`src/design/clhq_pkg.sv`:
```
// Shared types and constants of the CLH queue lock manager.
// No dependencies; compiled first.
package clhq_pkg;

    localparam int THREAD_W        = 4;
    localparam int NUM_THREADS_DEF = 16;

    typedef enum logic [0:0] {
        REQ_ACQUIRE = 1'b0,
        REQ_RELEASE = 1'b1
    } t_req;

    typedef enum logic [1:0] {
        ST_IDLE = 2'd0,
        ST_WAIT = 2'd1,
        ST_HOLD = 2'd2
    } t_status;

    typedef struct packed {
        logic                grant_valid;
        logic [THREAD_W-1:0] grant_thread;
        logic                queued;
        logic                misuse;
    } t_result;

endpackage

```
`src/design/clhq_if.sv`:
```
// Valid/ready channel interfaces for request and result items.
// Depends on clhq_pkg.
interface clhq_req_if;
    import clhq_pkg::*;
    logic                valid;
    logic                ready;
    t_req                req_type;
    logic [THREAD_W-1:0] req_thread;
    modport source (output valid, output req_type, output req_thread, input ready);
    modport sink   (input valid, input req_type, input req_thread, output ready);
endinterface

interface clhq_res_if;
    import clhq_pkg::*;
    logic                valid;
    logic                ready;
    logic                grant_valid;
    logic [THREAD_W-1:0] grant_thread;
    logic                queued;
    logic                misuse;
    modport source (output valid, output grant_valid, output grant_thread,
                    output queued, output misuse, input ready);
    modport sink   (input valid, input grant_valid, input grant_thread,
                    input queued, input misuse, output ready);
endinterface

```
`src/design/clhq_core.sv`:
```
// Lock state of the CLH queue: node flags, thread nodes, predecessors,
// tail, waiter map and thread status. Depends on clhq_pkg.
module clhq_core #(
    parameter int NUM_THREADS = clhq_pkg::NUM_THREADS_DEF
) (
    input  logic                            i_clk,
    input  logic                            i_rst_n,
    input  logic                            i_fire,
    input  clhq_pkg::t_req                  i_req_type,
    input  logic [clhq_pkg::THREAD_W-1:0]   i_req_thread,
    output clhq_pkg::t_result               o_result
);
    import clhq_pkg::*;

    localparam int NODES  = NUM_THREADS + 1;
    localparam int NODE_W = $clog2(NODES);
    localparam int TID_W  = (NUM_THREADS > 1) ? $clog2(NUM_THREADS) : 1;
    localparam int XW     = ((TID_W > THREAD_W) ? TID_W : THREAD_W) + 1;

    logic    [NODES-1:0]       r_flag,     n_flag;
    logic    [NODE_W-1:0]      r_node      [NUM_THREADS];
    logic    [NODE_W-1:0]      n_node      [NUM_THREADS];
    logic    [NODE_W-1:0]      r_pred      [NUM_THREADS];
    logic    [NODE_W-1:0]      r_tail,     n_tail;
    logic    [NODES-1:0]       r_wvalid,   n_wvalid;
    logic    [THREAD_W-1:0]    r_wthread   [NODES];
    t_status                   r_status    [NUM_THREADS];
    t_status                   n_status    [NUM_THREADS];

    logic [XW-1:0]     t_ext, w_ext;
    logic [TID_W-1:0]  t_idx, w_idx;
    logic              t_bad, w_bad;
    logic [NODE_W-1:0] cur_node, pred_node;
    logic [THREAD_W-1:0] w_thread;
    logic              pred_busy;
    logic              acq_ok, rel_ok;

    assign t_ext     = XW'(i_req_thread);
    assign t_idx     = t_ext[TID_W-1:0];
    assign t_bad     = t_ext >= XW'(NUM_THREADS);
    assign cur_node  = r_node[t_idx];
    assign pred_node = r_tail;
    assign pred_busy = (cur_node == pred_node) || r_flag[pred_node];
    assign w_thread  = r_wthread[cur_node];
    assign w_ext     = XW'(w_thread);
    assign w_idx     = w_ext[TID_W-1:0];
    assign w_bad     = w_ext >= XW'(NUM_THREADS);

    assign acq_ok = !t_bad && (i_req_type == REQ_ACQUIRE) && (r_status[t_idx] == ST_IDLE);
    assign rel_ok = !t_bad && (i_req_type == REQ_RELEASE) && (r_status[t_idx] == ST_HOLD);

    always_comb begin
        n_flag   = r_flag;
        n_node   = r_node;
        n_tail   = r_tail;
        n_wvalid = r_wvalid;
        n_status = r_status;
        o_result = '0;
        if (acq_ok) begin
            n_flag[cur_node] = 1'b1;
            n_tail           = cur_node;
            if (!pred_busy) begin
                n_status[t_idx]       = ST_HOLD;
                o_result.grant_valid  = 1'b1;
                o_result.grant_thread = i_req_thread;
            end else begin
                n_wvalid[pred_node] = 1'b1;
                n_status[t_idx]     = ST_WAIT;
                o_result.queued     = 1'b1;
            end
        end else if (rel_ok) begin
            n_flag[cur_node] = 1'b0;
            n_node[t_idx]    = r_pred[t_idx];
            n_status[t_idx]  = ST_IDLE;
            if (r_wvalid[cur_node]) begin
                n_wvalid[cur_node] = 1'b0;
                if (!w_bad) begin
                    n_status[w_idx] = ST_HOLD;
                end
                o_result.grant_valid  = 1'b1;
                o_result.grant_thread = w_thread;
            end
        end else begin
            o_result.misuse = 1'b1;
        end
    end

    always_ff @(posedge i_clk) begin
        if (!i_rst_n) begin
            r_flag   <= '0;
            r_tail   <= NODE_W'(NUM_THREADS);
            r_wvalid <= '0;
            for (int i = 0; i < NUM_THREADS; i++) begin
                r_node[i]   <= NODE_W'(i);
                r_status[i] <= ST_IDLE;
            end
        end else if (i_fire) begin
            r_flag   <= n_flag;
            r_tail   <= n_tail;
            r_wvalid <= n_wvalid;
            r_node   <= n_node;
            r_status <= n_status;
        end
    end

    // predecessor and waiter thread: payload, no reset
    always_ff @(posedge i_clk) begin
        if (i_fire && acq_ok) begin
            r_pred[t_idx] <= pred_node;
            if (pred_busy) begin
                r_wthread[pred_node] <= i_req_thread;
            end
        end
    end

`ifndef SYNTH
    logic [NUM_THREADS-1:0] hold_vec;
    always_comb begin
        for (int i = 0; i < NUM_THREADS; i++) begin
            hold_vec[i] = (r_status[i] == ST_HOLD);
        end
    end

    a_single_holder: assert property (@(posedge i_clk) disable iff (!i_rst_n)
        $countones(hold_vec) <= 1)
        else $error("more than one thread holds the lock");

    a_misuse_clean: assert property (@(posedge i_clk) disable iff (!i_rst_n)
        o_result.misuse |-> !o_result.grant_valid && !o_result.queued)
        else $error("misuse item carries a grant or queue flag");

    a_queue_no_grant: assert property (@(posedge i_clk) disable iff (!i_rst_n)
        o_result.queued |-> !o_result.grant_valid)
        else $error("queued item also grants");

    a_tail_raised: assert property (@(posedge i_clk) disable iff (!i_rst_n)
        i_fire && acq_ok |=> r_flag[r_tail])
        else $error("tail node flag clear after acquire");
`endif

endmodule

```
`src/design/clh_queue_lock_manager_unit.sv`:
```
// Top level of the CLH queue lock manager: input register, lock state,
// result register. Depends on clhq_pkg, clhq_if.sv and clhq_core.
//
//  channel  modport  payload                                        role
//  i_req    sink     req_type, req_thread                           lock requests
//  o_res    source   grant_valid, grant_thread, queued, misuse      one result per item
//
// One item per cycle while the result side is ready; an accepted item waits in the input register.
// The state update of an item happens when it moves from the
// input register into the result register, where its result becomes valid.
// Synchronous active-low reset clears the lock state: all threads idle, the
// tail on the extra node. A stalled result holds both registers; the input
// register still takes one item while it is empty.
module clh_queue_lock_manager_unit #(
    parameter int NUM_THREADS = clhq_pkg::NUM_THREADS_DEF
) (
    input  logic        i_clk,
    input  logic        i_rst_n,
    clhq_req_if.sink    i_req,
    clhq_res_if.source  o_res
);
    import clhq_pkg::*;

    logic                r_in_valid;
    t_req                r_req_type;
    logic [THREAD_W-1:0] r_req_thread;
    logic                r_out_valid;
    t_result             r_result;
    t_result             core_result;
    logic                advance;

    assign advance     = r_in_valid && (!r_out_valid || o_res.ready);
    assign i_req.ready = !r_in_valid || advance;

    always_ff @(posedge i_clk) begin
        if (!i_rst_n) begin
            r_in_valid  <= 1'b0;
            r_out_valid <= 1'b0;
        end else begin
            if (i_req.ready) begin
                r_in_valid <= i_req.valid;
            end
            if (advance) begin
                r_out_valid <= 1'b1;
            end else if (o_res.ready) begin
                r_out_valid <= 1'b0;
            end
        end
    end

    always_ff @(posedge i_clk) begin
        if (i_req.ready && i_req.valid) begin
            r_req_type   <= i_req.req_type;
            r_req_thread <= i_req.req_thread;
        end
        if (advance) begin
            r_result <= core_result;
        end
    end

    clhq_core #(
        .NUM_THREADS (NUM_THREADS)
    ) u_core (
        .i_clk        (i_clk),
        .i_rst_n      (i_rst_n),
        .i_fire       (advance),
        .i_req_type   (r_req_type),
        .i_req_thread (r_req_thread),
        .o_result     (core_result)
    );

    assign o_res.valid        = r_out_valid;
    assign o_res.grant_valid  = r_result.grant_valid;
    assign o_res.grant_thread = r_result.grant_thread;
    assign o_res.queued       = r_result.queued;
    assign o_res.misuse       = r_result.misuse;

endmodule

```
`src/flat_wrapper.sv`:
```
// flat-port wrapper written by rule: the top's interface ports become plain ports
module clh_queue_lock_manager_unit_flat import clhq_pkg::*;
#(
    parameter int NUM_THREADS = clhq_pkg::NUM_THREADS_DEF
)
  (i_clk, i_rst_n, i_req_valid, i_req_req_type, i_req_req_thread, i_req_ready, o_res_valid, o_res_grant_valid, o_res_grant_thread, o_res_queued, o_res_misuse, o_res_ready);
  clhq_req_if i_req_i ();
  clhq_res_if o_res_i ();
  input  logic i_clk;
  input  logic i_rst_n;
  input wire logic [$bits(i_req_i.valid)-1:0] i_req_valid;
  input wire logic [$bits(i_req_i.req_type)-1:0] i_req_req_type;
  input wire logic [$bits(i_req_i.req_thread)-1:0] i_req_req_thread;
  output wire logic [$bits(i_req_i.ready)-1:0] i_req_ready;
  output wire logic [$bits(o_res_i.valid)-1:0] o_res_valid;
  output wire logic [$bits(o_res_i.grant_valid)-1:0] o_res_grant_valid;
  output wire logic [$bits(o_res_i.grant_thread)-1:0] o_res_grant_thread;
  output wire logic [$bits(o_res_i.queued)-1:0] o_res_queued;
  output wire logic [$bits(o_res_i.misuse)-1:0] o_res_misuse;
  input wire logic [$bits(o_res_i.ready)-1:0] o_res_ready;
  assign i_req_i.valid = i_req_valid;
  assign i_req_i.req_type = i_req_req_type;
  assign i_req_i.req_thread = i_req_req_thread;
  assign i_req_ready = i_req_i.ready;
  assign o_res_valid = o_res_i.valid;
  assign o_res_grant_valid = o_res_i.grant_valid;
  assign o_res_grant_thread = o_res_i.grant_thread;
  assign o_res_queued = o_res_i.queued;
  assign o_res_misuse = o_res_i.misuse;
  assign o_res_i.ready = o_res_ready;
  clh_queue_lock_manager_unit #(.NUM_THREADS(NUM_THREADS)) u_core (.i_clk(i_clk), .i_rst_n(i_rst_n), .i_req(i_req_i), .o_res(o_res_i));
endmodule
```
`config.mk`:
```
export PLATFORM = sky130hd
export DESIGN_NAME = clh_queue_lock_manager_unit_flat
export DESIGN_NICKNAME = d
export VERILOG_FILES = /design/src/design/clhq_pkg.sv /design/src/design/clhq_if.sv /design/src/design/clhq_core.sv /design/src/design/clh_queue_lock_manager_unit.sv /design/src/flat_wrapper.sv
export SDC_FILE = /design/constraint.sdc
export NUM_CORES = 1
export LEC_CHECK = 0
export BUFFER_PORTS_ARGS = -buffer_cell sky130_fd_sc_hd__buf_2
export CELL_PAD_IN_SITES_DETAIL_PLACEMENT = 2
export CELL_PAD_IN_SITES_GLOBAL_PLACEMENT = 2
export CORE_MARGIN = 4
export CORE_UTILIZATION = 43
export CTS_BUF_LIST = sky130_fd_sc_hd__clkbuf_4 sky130_fd_sc_hd__clkbuf_8 sky130_fd_sc_hd__clkbuf_16
export DETAILED_ROUTE_END_ITERATION = 10
export HOLD_SLACK_MARGIN = 0.03
export PLACE_DENSITY_LB_ADDON = 0.1
export SETUP_SLACK_MARGIN = 0.15
export SYNTH_ARGS = -nofsm -noshare
export SYNTH_HDL_FRONTEND = slang
export SYNTH_SLANG_ARGS = --single-unit
```
`constraint.sdc`:
```
create_clock -name i_clk -period 4.07 [get_ports i_clk]
set_input_delay 0 -clock i_clk [delete_from_list [all_inputs] [get_ports i_clk]]
set_output_delay 0 -clock i_clk [all_outputs]
set_load 0.05 [all_outputs]
```
Word level (Yosys, flattened, before mapping) --
Memory sizes are Yosys's and may differ from the RTL's. A register that Yosys moved wholly into a read port is not among the register bits. Index checks and enable logic that the tools add are counted.
Word-level totals: memories kept 2, output and inout port bits 9, bits in registers 165, bits in writable memories 148
Memory list:
- u_core.u_core.r_pred | words 16, width 5, read ports 1, clocked after Yosys merged registers in 1, write ports 1, RTL line clhq_core.sv:23 | logic [NODE_W-1:0] r_pred [NUM_THREADS];
- u_core.u_core.r_wthread | words 17, width 4, read ports 1, clocked after Yosys merged registers in 0, write ports 1, RTL line clhq_core.sv:26 | logic [THREAD_W-1:0] r_wthread [NODES];
Cells by class: bitwise operators 20, eq/ne operators 3, multiplexer cells 45, reductions and logical operators 25, $lt $le $gt $ge 10
Operator list (number):
- 32-bit two-way mux | 5
- 17-bit two-way mux | 6
- 80-bit bitwise mux | 1
- 16-bit bitwise AND | 3
- 16-bit NOT | 3
- 16-bit OR | 3
- 5-bit two-way mux | 7
- 17-bit bitwise AND | 2
- 17-bit OR | 2
- 32-bit bitwise AND | 1
- 32-bit NOT | 1
- 5-bit binary-select mux with 4-bit select | 1
- 5-bit demux with 4-bit select | 1
- 17-bit NOT | 1
- 2-bit demux with 4-bit select | 2
- 5-bit by 6-bit < comparator with 1-bit output, second input constant | 2
- 1-bit two-way mux | 12
- 1-bit logical AND | 11
- 1-bit binary-select mux with 5-bit select | 2
- 1-bit demux with 5-bit select | 2
- 4-bit by 5-bit >= comparator with 1-bit output, second input constant | 2
- 5-bit by 1-bit >= comparator with 1-bit output, second input constant | 2
- 5-bit >= comparator, second input constant | 2
- 5-bit by 1-bit < comparator with 1-bit output, second input constant | 2
- other kinds (15) | 27

Depth between registers and ports, before layout --
Gate-level depths: netlist of run 1. An unclocked memory read counts as a cell.
depth in word-level cells 16, depth in mapped cells 17, depth with buffers taken out 10

Hierarchy --
Synthesis of run 1 repeated with hierarchy kept, for this count alone.
Unflattened totals: cell total of the unflattened synthesis 1203, area, all modules 14396.3 µm²
By module, submodules not included:
- clhq_core | area each 13932.1 µm², cells each 1182, times used 1, seq. area each 7467.2 µm²
- clh_queue_lock_manager_unit | area each 464.2 µm², cells each 21, times used 1, seq. area each 400.4 µm²

Worst setup path before layout of run 1 --
OpenSTA, ideal clock, no wires.
kind flip-flop to flip-flop, start register u_core.r_req_thread[0], end memory u_core.u_core.r_wthread[3][0] (enable), library setup time 0.337 ns, data arrival time 3.412 ns, slack 0.321 ns, cell stages (with the launch flop) 14, path buffers 5, path through edfxtp_1 -> buf_6 -> buf_12 -> buf_12 -> buf_12 -> buf_8 -> mux4_2 -> a22oi_2 -> nand2_2 -> or3_4 -> o41a_4 -> nor2_8 -> nand3_2 -> nor2_1
Between the ends: longest elaborated chain between the ends 9, elaborated cells between the ends (all ways) 18
Ends and longest elaborated chain:
- start: declaration | RTL line clh_queue_lock_manager_unit.sv:26 | logic [THREAD_W-1:0] r_req_thread;
- start signal: assignment | RTL line clh_queue_lock_manager_unit.sv:54 | r_req_thread <= i_req.req_thread;
- 4-bit NOT with 5-bit output (not written as such) | RTL line clhq_core.sv:41, clhq_core.sv:49
- 5-bit binary-select mux with 4-bit select or 2-bit binary-select mux with 4-bit select (tied branches) | RTL line clhq_core.sv:41, clhq_core.sv:49
- 5-bit two-way mux (not written as such) or 2-bit two-way mux (tied branches) (2 in a row) | RTL line clhq_core.sv:41, clhq_core.sv:49
- 5-bit equality test or 2-bit zero test (tied branches) | RTL line clhq_core.sv:43, clhq_core.sv:49
- 1-bit logical OR or 1-bit logical AND (tied branches) | RTL line clhq_core.sv:43, clhq_core.sv:49
- 1-bit two-way mux or 1-bit logical AND (tied branches) | RTL line clhq_core.sv:110, clhq_core.sv:108
- 1-bit two-way mux (*) | RTL line clhq_core.sv:108 | if (i_fire && acq_ok) begin
- 1-bit two-way mux (not written as such) (*) | RTL line clhq_core.sv:111 | r_wthread[pred_node] <= i_req_thread;
- end: declaration | RTL line clhq_core.sv:26
Mark *: on every way between the ends. The rest lies on a longest branch, timed or not. The select of a mux whose other input is x is not followed.

==> results of run 1 <==
-- per-layer routing --
| metal | up-vias | share of wire | wire (µm) | track usage |
|---|---|---|---|---|
| met2 | 471 | 0.50 | 28360 | 0.5218 |
| met3 | 105 | 0.066 | 3744 | 0.05497 |
| met1 | 6094 | 0.41 | 23560 | 0.3972 |
| li1 | 4945 | - | - | - |
| met4 | 4 | 0.025 | 1445 | 0.08812 |
| met5 | - | 0.00021 | 12 | 0 |
-- critical path: cells and delay by family, from the launching register on --
kind,cells,cell delay (ns)
AOI/OAI and AO/OA,2,0.50
buffers and inverters,4,0.72
DFF,1,0.42
muxes,2,0.86
and+or+nand+nor,5,1.29
-- per-stage QoR --
step                      setup TNS [ns]  hold WS [ns]  instance area (µm²)
final                                  0        0.2286                16950
after global routing                   0        0.2566                16950
after CTS                              0        0.2288                16700
after detailed placement        -0.02802        0.2097                15260
after global placement                 0        0.2034                15260
after floorplan                        0       0.09887                14410
-- cells by family after synthesis --
logic type | Yosys count
and+or+nand+nor | 412
AOI/OAI and AO/OA | 328
DFF | 317
muxes | 118
buffers and inverters | 103
xor gates and xnor gates | 4
-- power by group through the flow --
stage / Combinational, W / Sequential [W] / Clock, W
floorplan: 0.000399 / 0.00347 / 0
global placement: 0.000646 / 0.00347 / 0
detailed placement: 0.000665 / 0.00347 / 0
CTS: 0.000699 / 0.00340 / 0.00354
global route: 0.000796 / 0.00340 / 0.00370
finish: 0.000768 / 0.00340 / 0.00350
-- cell type report --
cell class / instances / area, µm² / share of cell area
sequential: 317 / 7948 / 0.4688
multi-input combinational: 862 / 6137 / 0.3620
clock buffer: 49 / 1041 / 0.06140
timing repair buffer: 125 / 1023 / 0.06037
tap: 442 / 553.0 / 0.03262
clock inverter: 19 / 214.0 / 0.01262
inverter: 10 / 37.54 / 0.002214
-- cell usage in the layout (no fill, tap or decap), types with 11 or more instances in the layout --
cell and instances:
dfxtp_1 157, nor2b_1 13, edfxtp_1 160, buf_4 87, o221a_2 13, clkbuf_16 38, mux4_2 52, nand3_1 78
or3_1 11, buf_2 18, o22ai_1 12, mux2i_1 44, a31oi_1 14, a21oi_1 79, o21ai_0 134, nor2_1 83
nand2_1 145
-- repair_timing --
action,CTS,global route
hold endpoints to repair,14,0
setup endpoints to repair,75,85
pin swaps,3,7
hold buffers,9,0
resized for setup,16,23
buffers inserted,5,15
cloned,0,2
-- worst paths after layout --
| path | start | to | slack [ns] | cells past startpoint |
|---|---|---|---|---|
| setup / recovery | u_core.r_req_thread[0] | flip-flop | 0.18 | 13 |
| hold / removal | i_req_req_type | u_core.r_req_type | 0.23 | 2 |
| setup reg to reg | u_core.r_req_thread[0] | flip-flop | 0.18 | 13 |
| hold reg to reg | u_core.u_core.r_node[49] | u_core.u_core.r_node[49] | 0.48 | 2 |
==> impl_table.tex, run 1 <==
\begin{tabular}{lr}
\hline
Metric & Value \\
\hline
\multicolumn{2}{l}{\textbf{Run status}} \\
\quad Status & finished clean \\
\multicolumn{2}{l}{\textbf{Power and ir drop}} \\
\quad Max rail drop VDD & 0.0003083 V \\
\quad Net Switching & 0.001977 W \\
\quad Relative contribution of the clock network to total power & 0.457 \\
\quad Leak pwr & 5.691 nW \\
\quad Share of total power in sequential cells & 0.443 \\
\quad Combinational group share of total power & 0.100 \\
\quad Pint & 0.005698 W \\
\quad P per Cell Area & 452.7 nW/µm² \\
\quad Overall Power & 0.007675 W \\
\quad Switching share of total power & 0.2576 \\
\multicolumn{2}{l}{\textbf{STA}} \\
\quad Final worst-path setup slack & 0.1813 ns \\
\quad Minimum period implied by the final worst setup slack & 3.889 ns \\
\quad Final setup violation count & 0 \\
\quad Setup Skew & 0.01215 ns \\
\quad Max-slew headroom & 0.2645 \\
\quad Max-slew violation count & 0 \\
\quad Hold violation total from the final report & 0 \\
\quad Fmax achieved & 0.2572 GHz \\
\quad Slew at the pin with the worst max-slew slack & 1.102 ns \\
\quad Fin crit share & 0.9554 \\
\quad RSZ-0062 raised after global routing & false \\
\multicolumn{2}{l}{\textbf{Placement}} \\
\quad Placed Cells incl. Taps & 1,725 \\
\quad Post-place setup slack & -0.02802 ns \\
\quad Detailed-placement wirelength estimate & 36.88 mm \\
\quad Number of input and output port buffers inserted & 17 \\
\quad Final GP Congestion & 0.8540 \\
\multicolumn{2}{l}{\textbf{Synth}} \\
\quad Post-synthesis sequential area ratio & 0.5514 \\
\quad Cells after synthesis & 1,282 \\
\quad Synth Area in Adders & 0 \\
\quad Multiplexer share of the synthesized area & 0.1327 \\
\quad Xor and xnor fraction of the mapped netlist area & 0.002431 \\
\quad Synthesized flop and latch total & 317 \\
\quad Most common cell in the netlist & edfxtp\_1 \\
\quad Fraction of synthesis flops using an asynchronous set or reset pin & 0 \\
\quad Number of synthesized flops with an enable pin & 160 \\
\quad Yosys top cell by area & edfxtp\_1 \\
\quad Main flop type after synthesis & edfxtp\_1 \\
\quad Most frequent cells after synthesis & edfxtp\_1, dfxtp\_1, nand2\_1, o21ai\_0, nor2\_1 \\
\quad Synthesized-area fraction occupied by ao, oa, aoi and oai cells & 0.1438 \\
\quad Synth top area share & 0.3333 \\
\quad Mean area per synthesized cell & 11.24 µm² \\
\quad Synth Net Count & 1,291 \\
\quad Post-Synth Simple-Gate Area & 0.1356 \\
\quad Combinational family with the most area after synthesis & compound AO/OA/AOI/OAI gates \\
\quad Ys Warns & 0 \\
\quad Number of library cell types mapped by synthesis & 87 \\
\quad Post-Syn Area & 14,410 µm² \\
\quad Largest cells by area after synthesis & edfxtp\_1, dfxtp\_1, mux4\_2, o21ai\_0, nand2\_1 \\
\multicolumn{2}{l}{\textbf{CTS}} \\
\quad Clock-pin slew reported for the worst setup and hold paths after clock tree synthesis & 0.06 ns \\
\quad TritonCTS clock tree & done \\
\quad Clock tree root driver cell & clkbuf\_16 \\
\quad Clock Latency Late Sink & 0.54 ns \\
\quad Number of CTS-inserted buffers & 37 \\
\quad Clock buffer depth & 3 \\
\quad H-tree level count & 2 \\
\quad Number of sinks on the clock net & 317 \\
\multicolumn{2}{l}{\textbf{GRT}} \\
\quad Maximum number of pins on one net before global-route repair & 94 \\
\quad Wire length of the first global-routing pass & 83.48 mm \\
\quad Antenna violations before repair & 2 \\
\quad Overall overflow remaining after global route & 0 \\
\quad Vias in the first global route & 12,440 \\
\quad GR Util All Layers & 0.3045 \\
\multicolumn{2}{l}{\textbf{Floorplanning}} \\
\quad I/O pin total & 18 \\
\quad Std cell rows & 66 \\
\quad Chip Height & 191.1 µm \\
\quad Die extent in x & 191.1 µm \\
\quad Core region area & 32,780 µm² \\
\quad Full die area & 36,510 µm² \\
\quad Initial Utilization & 0.4397 \\
\multicolumn{2}{l}{\textbf{Detailed routing}} \\
\quad DRC violation total after the first TritonRoute iteration & 1,105 \\
\quad Router iterations before antenna repair & 5 \\
\quad Mean number of vias per cell & 6.370 \\
\quad Number of remaining DRC errors & 0 \\
\quad Number of nets with antenna violations after routing & 0 \\
\quad Final wirelength & 57.12 mm \\
\quad Final routed wire length divided by cell count & 31.32 µm \\
\quad Routed via count & 11,620 \\
\multicolumn{2}{l}{\textbf{Worst hold path}} \\
\quad Hold Path Class & input port to flip-flop \\
\multicolumn{2}{l}{\textbf{Setup path}} \\
\quad Top cell by count, worst path & buf\_4 \\
\quad Critical Path Slowest Stage Cell & mux4\_1 \\
\quad Category of the worst setup path launch point & flip-flop \\
\quad Category of the worst setup path capture point & flip-flop \\
\quad CP Data Required Time & 4.50 ns \\
\quad Class of the most critical setup path & flip-flop to flip-flop \\
\quad Highest net fanout along the worst path & 11 \\
\quad Critical path cell sequence & buf\_6 -> mux4\_1 -> mux2i\_4 -> buf\_4 -> nor2\_4 -> nor2\_2 -> buf\_4 -> buf\_4 -> nand3\_1 -> a31oi\_1 -> nand4\_1 -> or4\_1 -> a31o\_1 \\
\quad Crit path arrival time & 4.32 ns \\
\quad Worst path max stage delay & 0.65 ns \\
\multicolumn{2}{l}{\textbf{Run}} \\
\quad Max-cap check violation count & 0 \\
\multicolumn{2}{l}{\textbf{Cells and area}} \\
\quad Net total in the final layout & 1,362 \\
\quad Layout Utilization & 0.5171 \\
\quad Growth of design area from synthesis to finish & 17.62\% \\
\quad Fraction of final layout cells sized beyond drive strength 1 & 0.2308 \\
\quad Antenna diodes & 0 \\
\quad Fillers & 3,221 \\
\quad Non-filler cells in the finished layout & 1,824 \\
\hline
\end{tabular}
Note: power is estimated with default switching activity, not from simulation.
==> inputs of run 2 (changes only) <==
--- a/config.mk
+++ b/config.mk
@@ -14,6 +14,7 @@
 export DETAILED_ROUTE_END_ITERATION = 10
 export HOLD_SLACK_MARGIN = 0.03
 export PLACE_DENSITY_LB_ADDON = 0.1
+export REMOVE_ABC_BUFFERS = 1
 export SETUP_SLACK_MARGIN = 0.15
 export SYNTH_ARGS = -nofsm -noshare
 export SYNTH_HDL_FRONTEND = slang
==> impl_table.tex, run 2 (synthesis results as in run 1) <==
\begin{tabular}{lr}
\hline
Metric & Value \\
\hline
\multicolumn{2}{l}{\textbf{Detailed routing}} \\
\quad Routed via count & 12,270 \\
\quad Router iterations before antenna repair & 5 \\
\quad Number of remaining DRC errors & 0 \\
\quad Final wirelength & 63.08 mm \\
\quad Final routed wire length divided by cell count & 34.34 µm \\
\quad DRC violation total after the first TritonRoute iteration & 1,479 \\
\quad Number of nets with antenna violations after routing & 0 \\
\quad Mean number of vias per cell & 6.680 \\
\multicolumn{2}{l}{\textbf{Placement}} \\
\quad Number of input and output port buffers inserted & 17 \\
\quad Final GP Congestion & 0.8396 \\
\quad Detailed-placement wirelength estimate & 36.37 mm \\
\quad Post-place setup slack & -0.6106 ns \\
\multicolumn{2}{l}{\textbf{Cells and area}} \\
\quad Fraction of final layout cells sized beyond drive strength 1 & 0.2516 \\
\quad Antenna diodes & 0 \\
\quad Most common cell after layout, fill and taps aside & edfxtp\_1 \\
\quad Growth of design area from synthesis to finish & 19.62\% \\
\quad Most used cells in the layout excluding fill and tap cells & edfxtp\_1, dfxtp\_1, nand2\_1 \\
\quad Net total in the final layout & 1,376 \\
\multicolumn{2}{l}{\textbf{GRT}} \\
\quad Vias in the first global route & 12,450 \\
\quad Antenna violations before repair & 0 \\
\quad Overall overflow remaining after global route & 0 \\
\quad Wire length of the first global-routing pass & 86.04 mm \\
\quad Maximum number of pins on one net before global-route repair & 88 \\
\quad GR Util All Layers & 0.3160 \\
\multicolumn{2}{l}{\textbf{STA}} \\
\quad Fin crit share & 1.007 \\
\quad Total Negative Setup Slacks & -0.02861 ns \\
\quad Final setup violation count & 1 \\
\quad Max-slew headroom & 0.3297 \\
\quad Fmax achieved & 0.2440 GHz \\
\quad RSZ-0062 raised after global routing & true \\
\quad Max-slew violation count & 0 \\
\quad Minimum period implied by the final worst setup slack & 4.099 ns \\
\quad Setup Skew & 0.03840 ns \\
\quad Final worst-path setup slack & -0.02861 ns \\
\quad Hold violation total from the final report & 0 \\
\quad Slew at the pin with the worst max-slew slack & 1.004 ns \\
\multicolumn{2}{l}{\textbf{Floorplanning}} \\
\quad Full die area & 36,510 µm² \\
\quad Core region area & 32,780 µm² \\
\quad I/O pin total & 18 \\
\quad Std cell rows & 66 \\
\quad Die extent in x & 191.1 µm \\
\quad Chip Height & 191.1 µm \\
\quad Initial Utilization & 0.4397 \\
\multicolumn{2}{l}{\textbf{Setup path}} \\
\quad CP Data Required Time & 4.45 ns \\
\quad Highest net fanout along the worst path & 15 \\
\quad Category of the worst setup path launch point & flip-flop \\
\quad Critical path cell sequence & buf\_4 -> buf\_12 -> mux4\_2 -> mux2\_2 -> and2\_1 -> a22oi\_4 -> buf\_6 -> o32ai\_2 -> a311oi\_2 -> o211a\_4 -> buf\_4 -> nand2\_4 -> nor4\_2 -> o22ai\_1 \\
\quad Top cell by count, worst path & buf\_4 \\
\quad Category of the worst setup path capture point & flip-flop \\
\quad Crit path arrival time & 4.48 ns \\
\quad Critical Path Slowest Stage Cell & mux4\_2 \\
\quad Worst path max stage delay & 0.52 ns \\
\quad Class of the most critical setup path & flip-flop to flip-flop \\
\multicolumn{2}{l}{\textbf{CTS}} \\
\quad Number of sinks on the clock net & 317 \\
\quad Clock tree root driver cell & clkbuf\_16 \\
\quad H-tree level count & 2 \\
\quad Number of CTS-inserted buffers & 37 \\
\quad TritonCTS clock tree & done \\
\quad Clock Latency Late Sink & 0.55 ns \\
\quad Clock buffer depth & 3 \\
\quad Clock-pin slew reported for the worst setup and hold paths after clock tree synthesis & 0.08 ns \\
\multicolumn{2}{l}{\textbf{Power and ir drop}} \\
\quad Pint & 0.005676 W \\
\quad Relative contribution of the clock network to total power & 0.451 \\
\quad P per Cell Area & 450.8 nW/µm² \\
\quad Max rail drop VDD & 0.0002928 V \\
\quad Share of total power in sequential cells & 0.437 \\
\quad Switching share of total power & 0.2697 \\
\quad Net Switching & 0.002096 W \\
\quad Leak pwr & 5.777 nW \\
\quad Combinational group share of total power & 0.112 \\
\multicolumn{2}{l}{\textbf{Run status}} \\
\quad Violated checks & setup timing \\
\quad Status & complete, but fails checks \\
\multicolumn{2}{l}{\textbf{Run}} \\
\quad Max-cap check violation count & 0 \\
\multicolumn{2}{l}{\textbf{Worst hold path}} \\
\quad Hold Path Class & input port to flip-flop \\
\hline
\end{tabular}
==> run 2: changes by cell type in the layout (fill, tap and decap cells not counted), sizes merged <==
cell,delta
clkinvlp,+1
dlygate4sd3,-1
buf,+16
bufinv,-2
inv,-3
clkbuf,+5
clkinv,-3
==> run 2: layout make-up <==
| class | count | area (µm²) |
|---|---|---|
| Clock buffer | 55 | 1097 |
| Inverter | 10 | 41.29 |
| Tap cell | 442 | 553.0 |
| Clock inverter | 12 | 138.9 |
| Fill cell | 3175 | 15540 |
| Sequential cell | 317 | 7948 |
| Multi-Input combinational cell | 862 | 6287 |
| Timing Repair Buffer | 139 | 1176 |
==> run 2: routing by layer <==
| layer | track usage | share of wire |
|---|---|---|
| met1 | 0.4376 | 0.41 |
| met2 | 0.5220 | 0.47 |
| met3 | 0.04821 | 0.075 |
| met4 | 0.08536 | 0.044 |
| met5 | 0 | 0 |
==> run 2: power by group through the flow <==
stage          logic [W]  clock network, W  registers (W)
6_report        0.000870           0.00351        0.00339
5_1_grt         0.000890           0.00365        0.00339
3_5_place_dp    0.000676                 0        0.00346
3_3_place_gp    0.000657                 0        0.00346
2_1_floorplan   0.000320                 0        0.00350
4_1_cts         0.000737           0.00345        0.00339
==> run 2: worst paths after layout <==
| kind | startpoint | end | slack, ns | depth (start not counted) |
|---|---|---|---|---|
| setup / recovery | u_core.r_req_thread[0] | flip-flop | -0.03 | 14 |
| hold / removal | i_req_req_thread[1] | u_core.r_req_thread[1] | 0.21 | 2 |
| setup reg to reg | u_core.r_req_thread[0] | flip-flop | -0.03 | 14 |
| hold reg to reg | flip-flop | flip-flop | 0.48 | 2 |
==> run 2: what timing repair did <==
item	4_1_cts	5_1_grt
setup endpoints to repair	146	120
pin swaps	6	10
hold endpoints to repair	15	0
buffers inserted	14	21
resized for setup	24	56
hold buffers	8	0
cloned	0	1
==> run 2: per-stage QoR <==
stage	hold WS [ns]	utilization	power [W]	instance area, µm²	std cells
after floorplan	0.06194	-	0.003819	13960	1189
after global placement	0.1989	0.4658	0.004116	15270	1726
after detailed placement	0.1902	0.4658	0.004137	15270	1726
after CTS	0.2149	0.5125	0.007582	16800	1815
after global routing	0.2235	0.5259	0.007939	17240	1837
final	0.2100	0.5259	0.007772	17240	1837
==> run 2: worst max-delay path, delay by kind of cell, from the launching register on <==
| family | cells | cell delay (ns) |
|---|---|---|
| flip-flops | 1 | 0.40 |
| buffers and inverters | 4 | 0.64 |
| multiplexers | 2 | 0.84 |
| AO/OA/AOI/OAI | 5 | 1.37 |
| AND/OR/NAND/NOR | 3 | 0.69 |
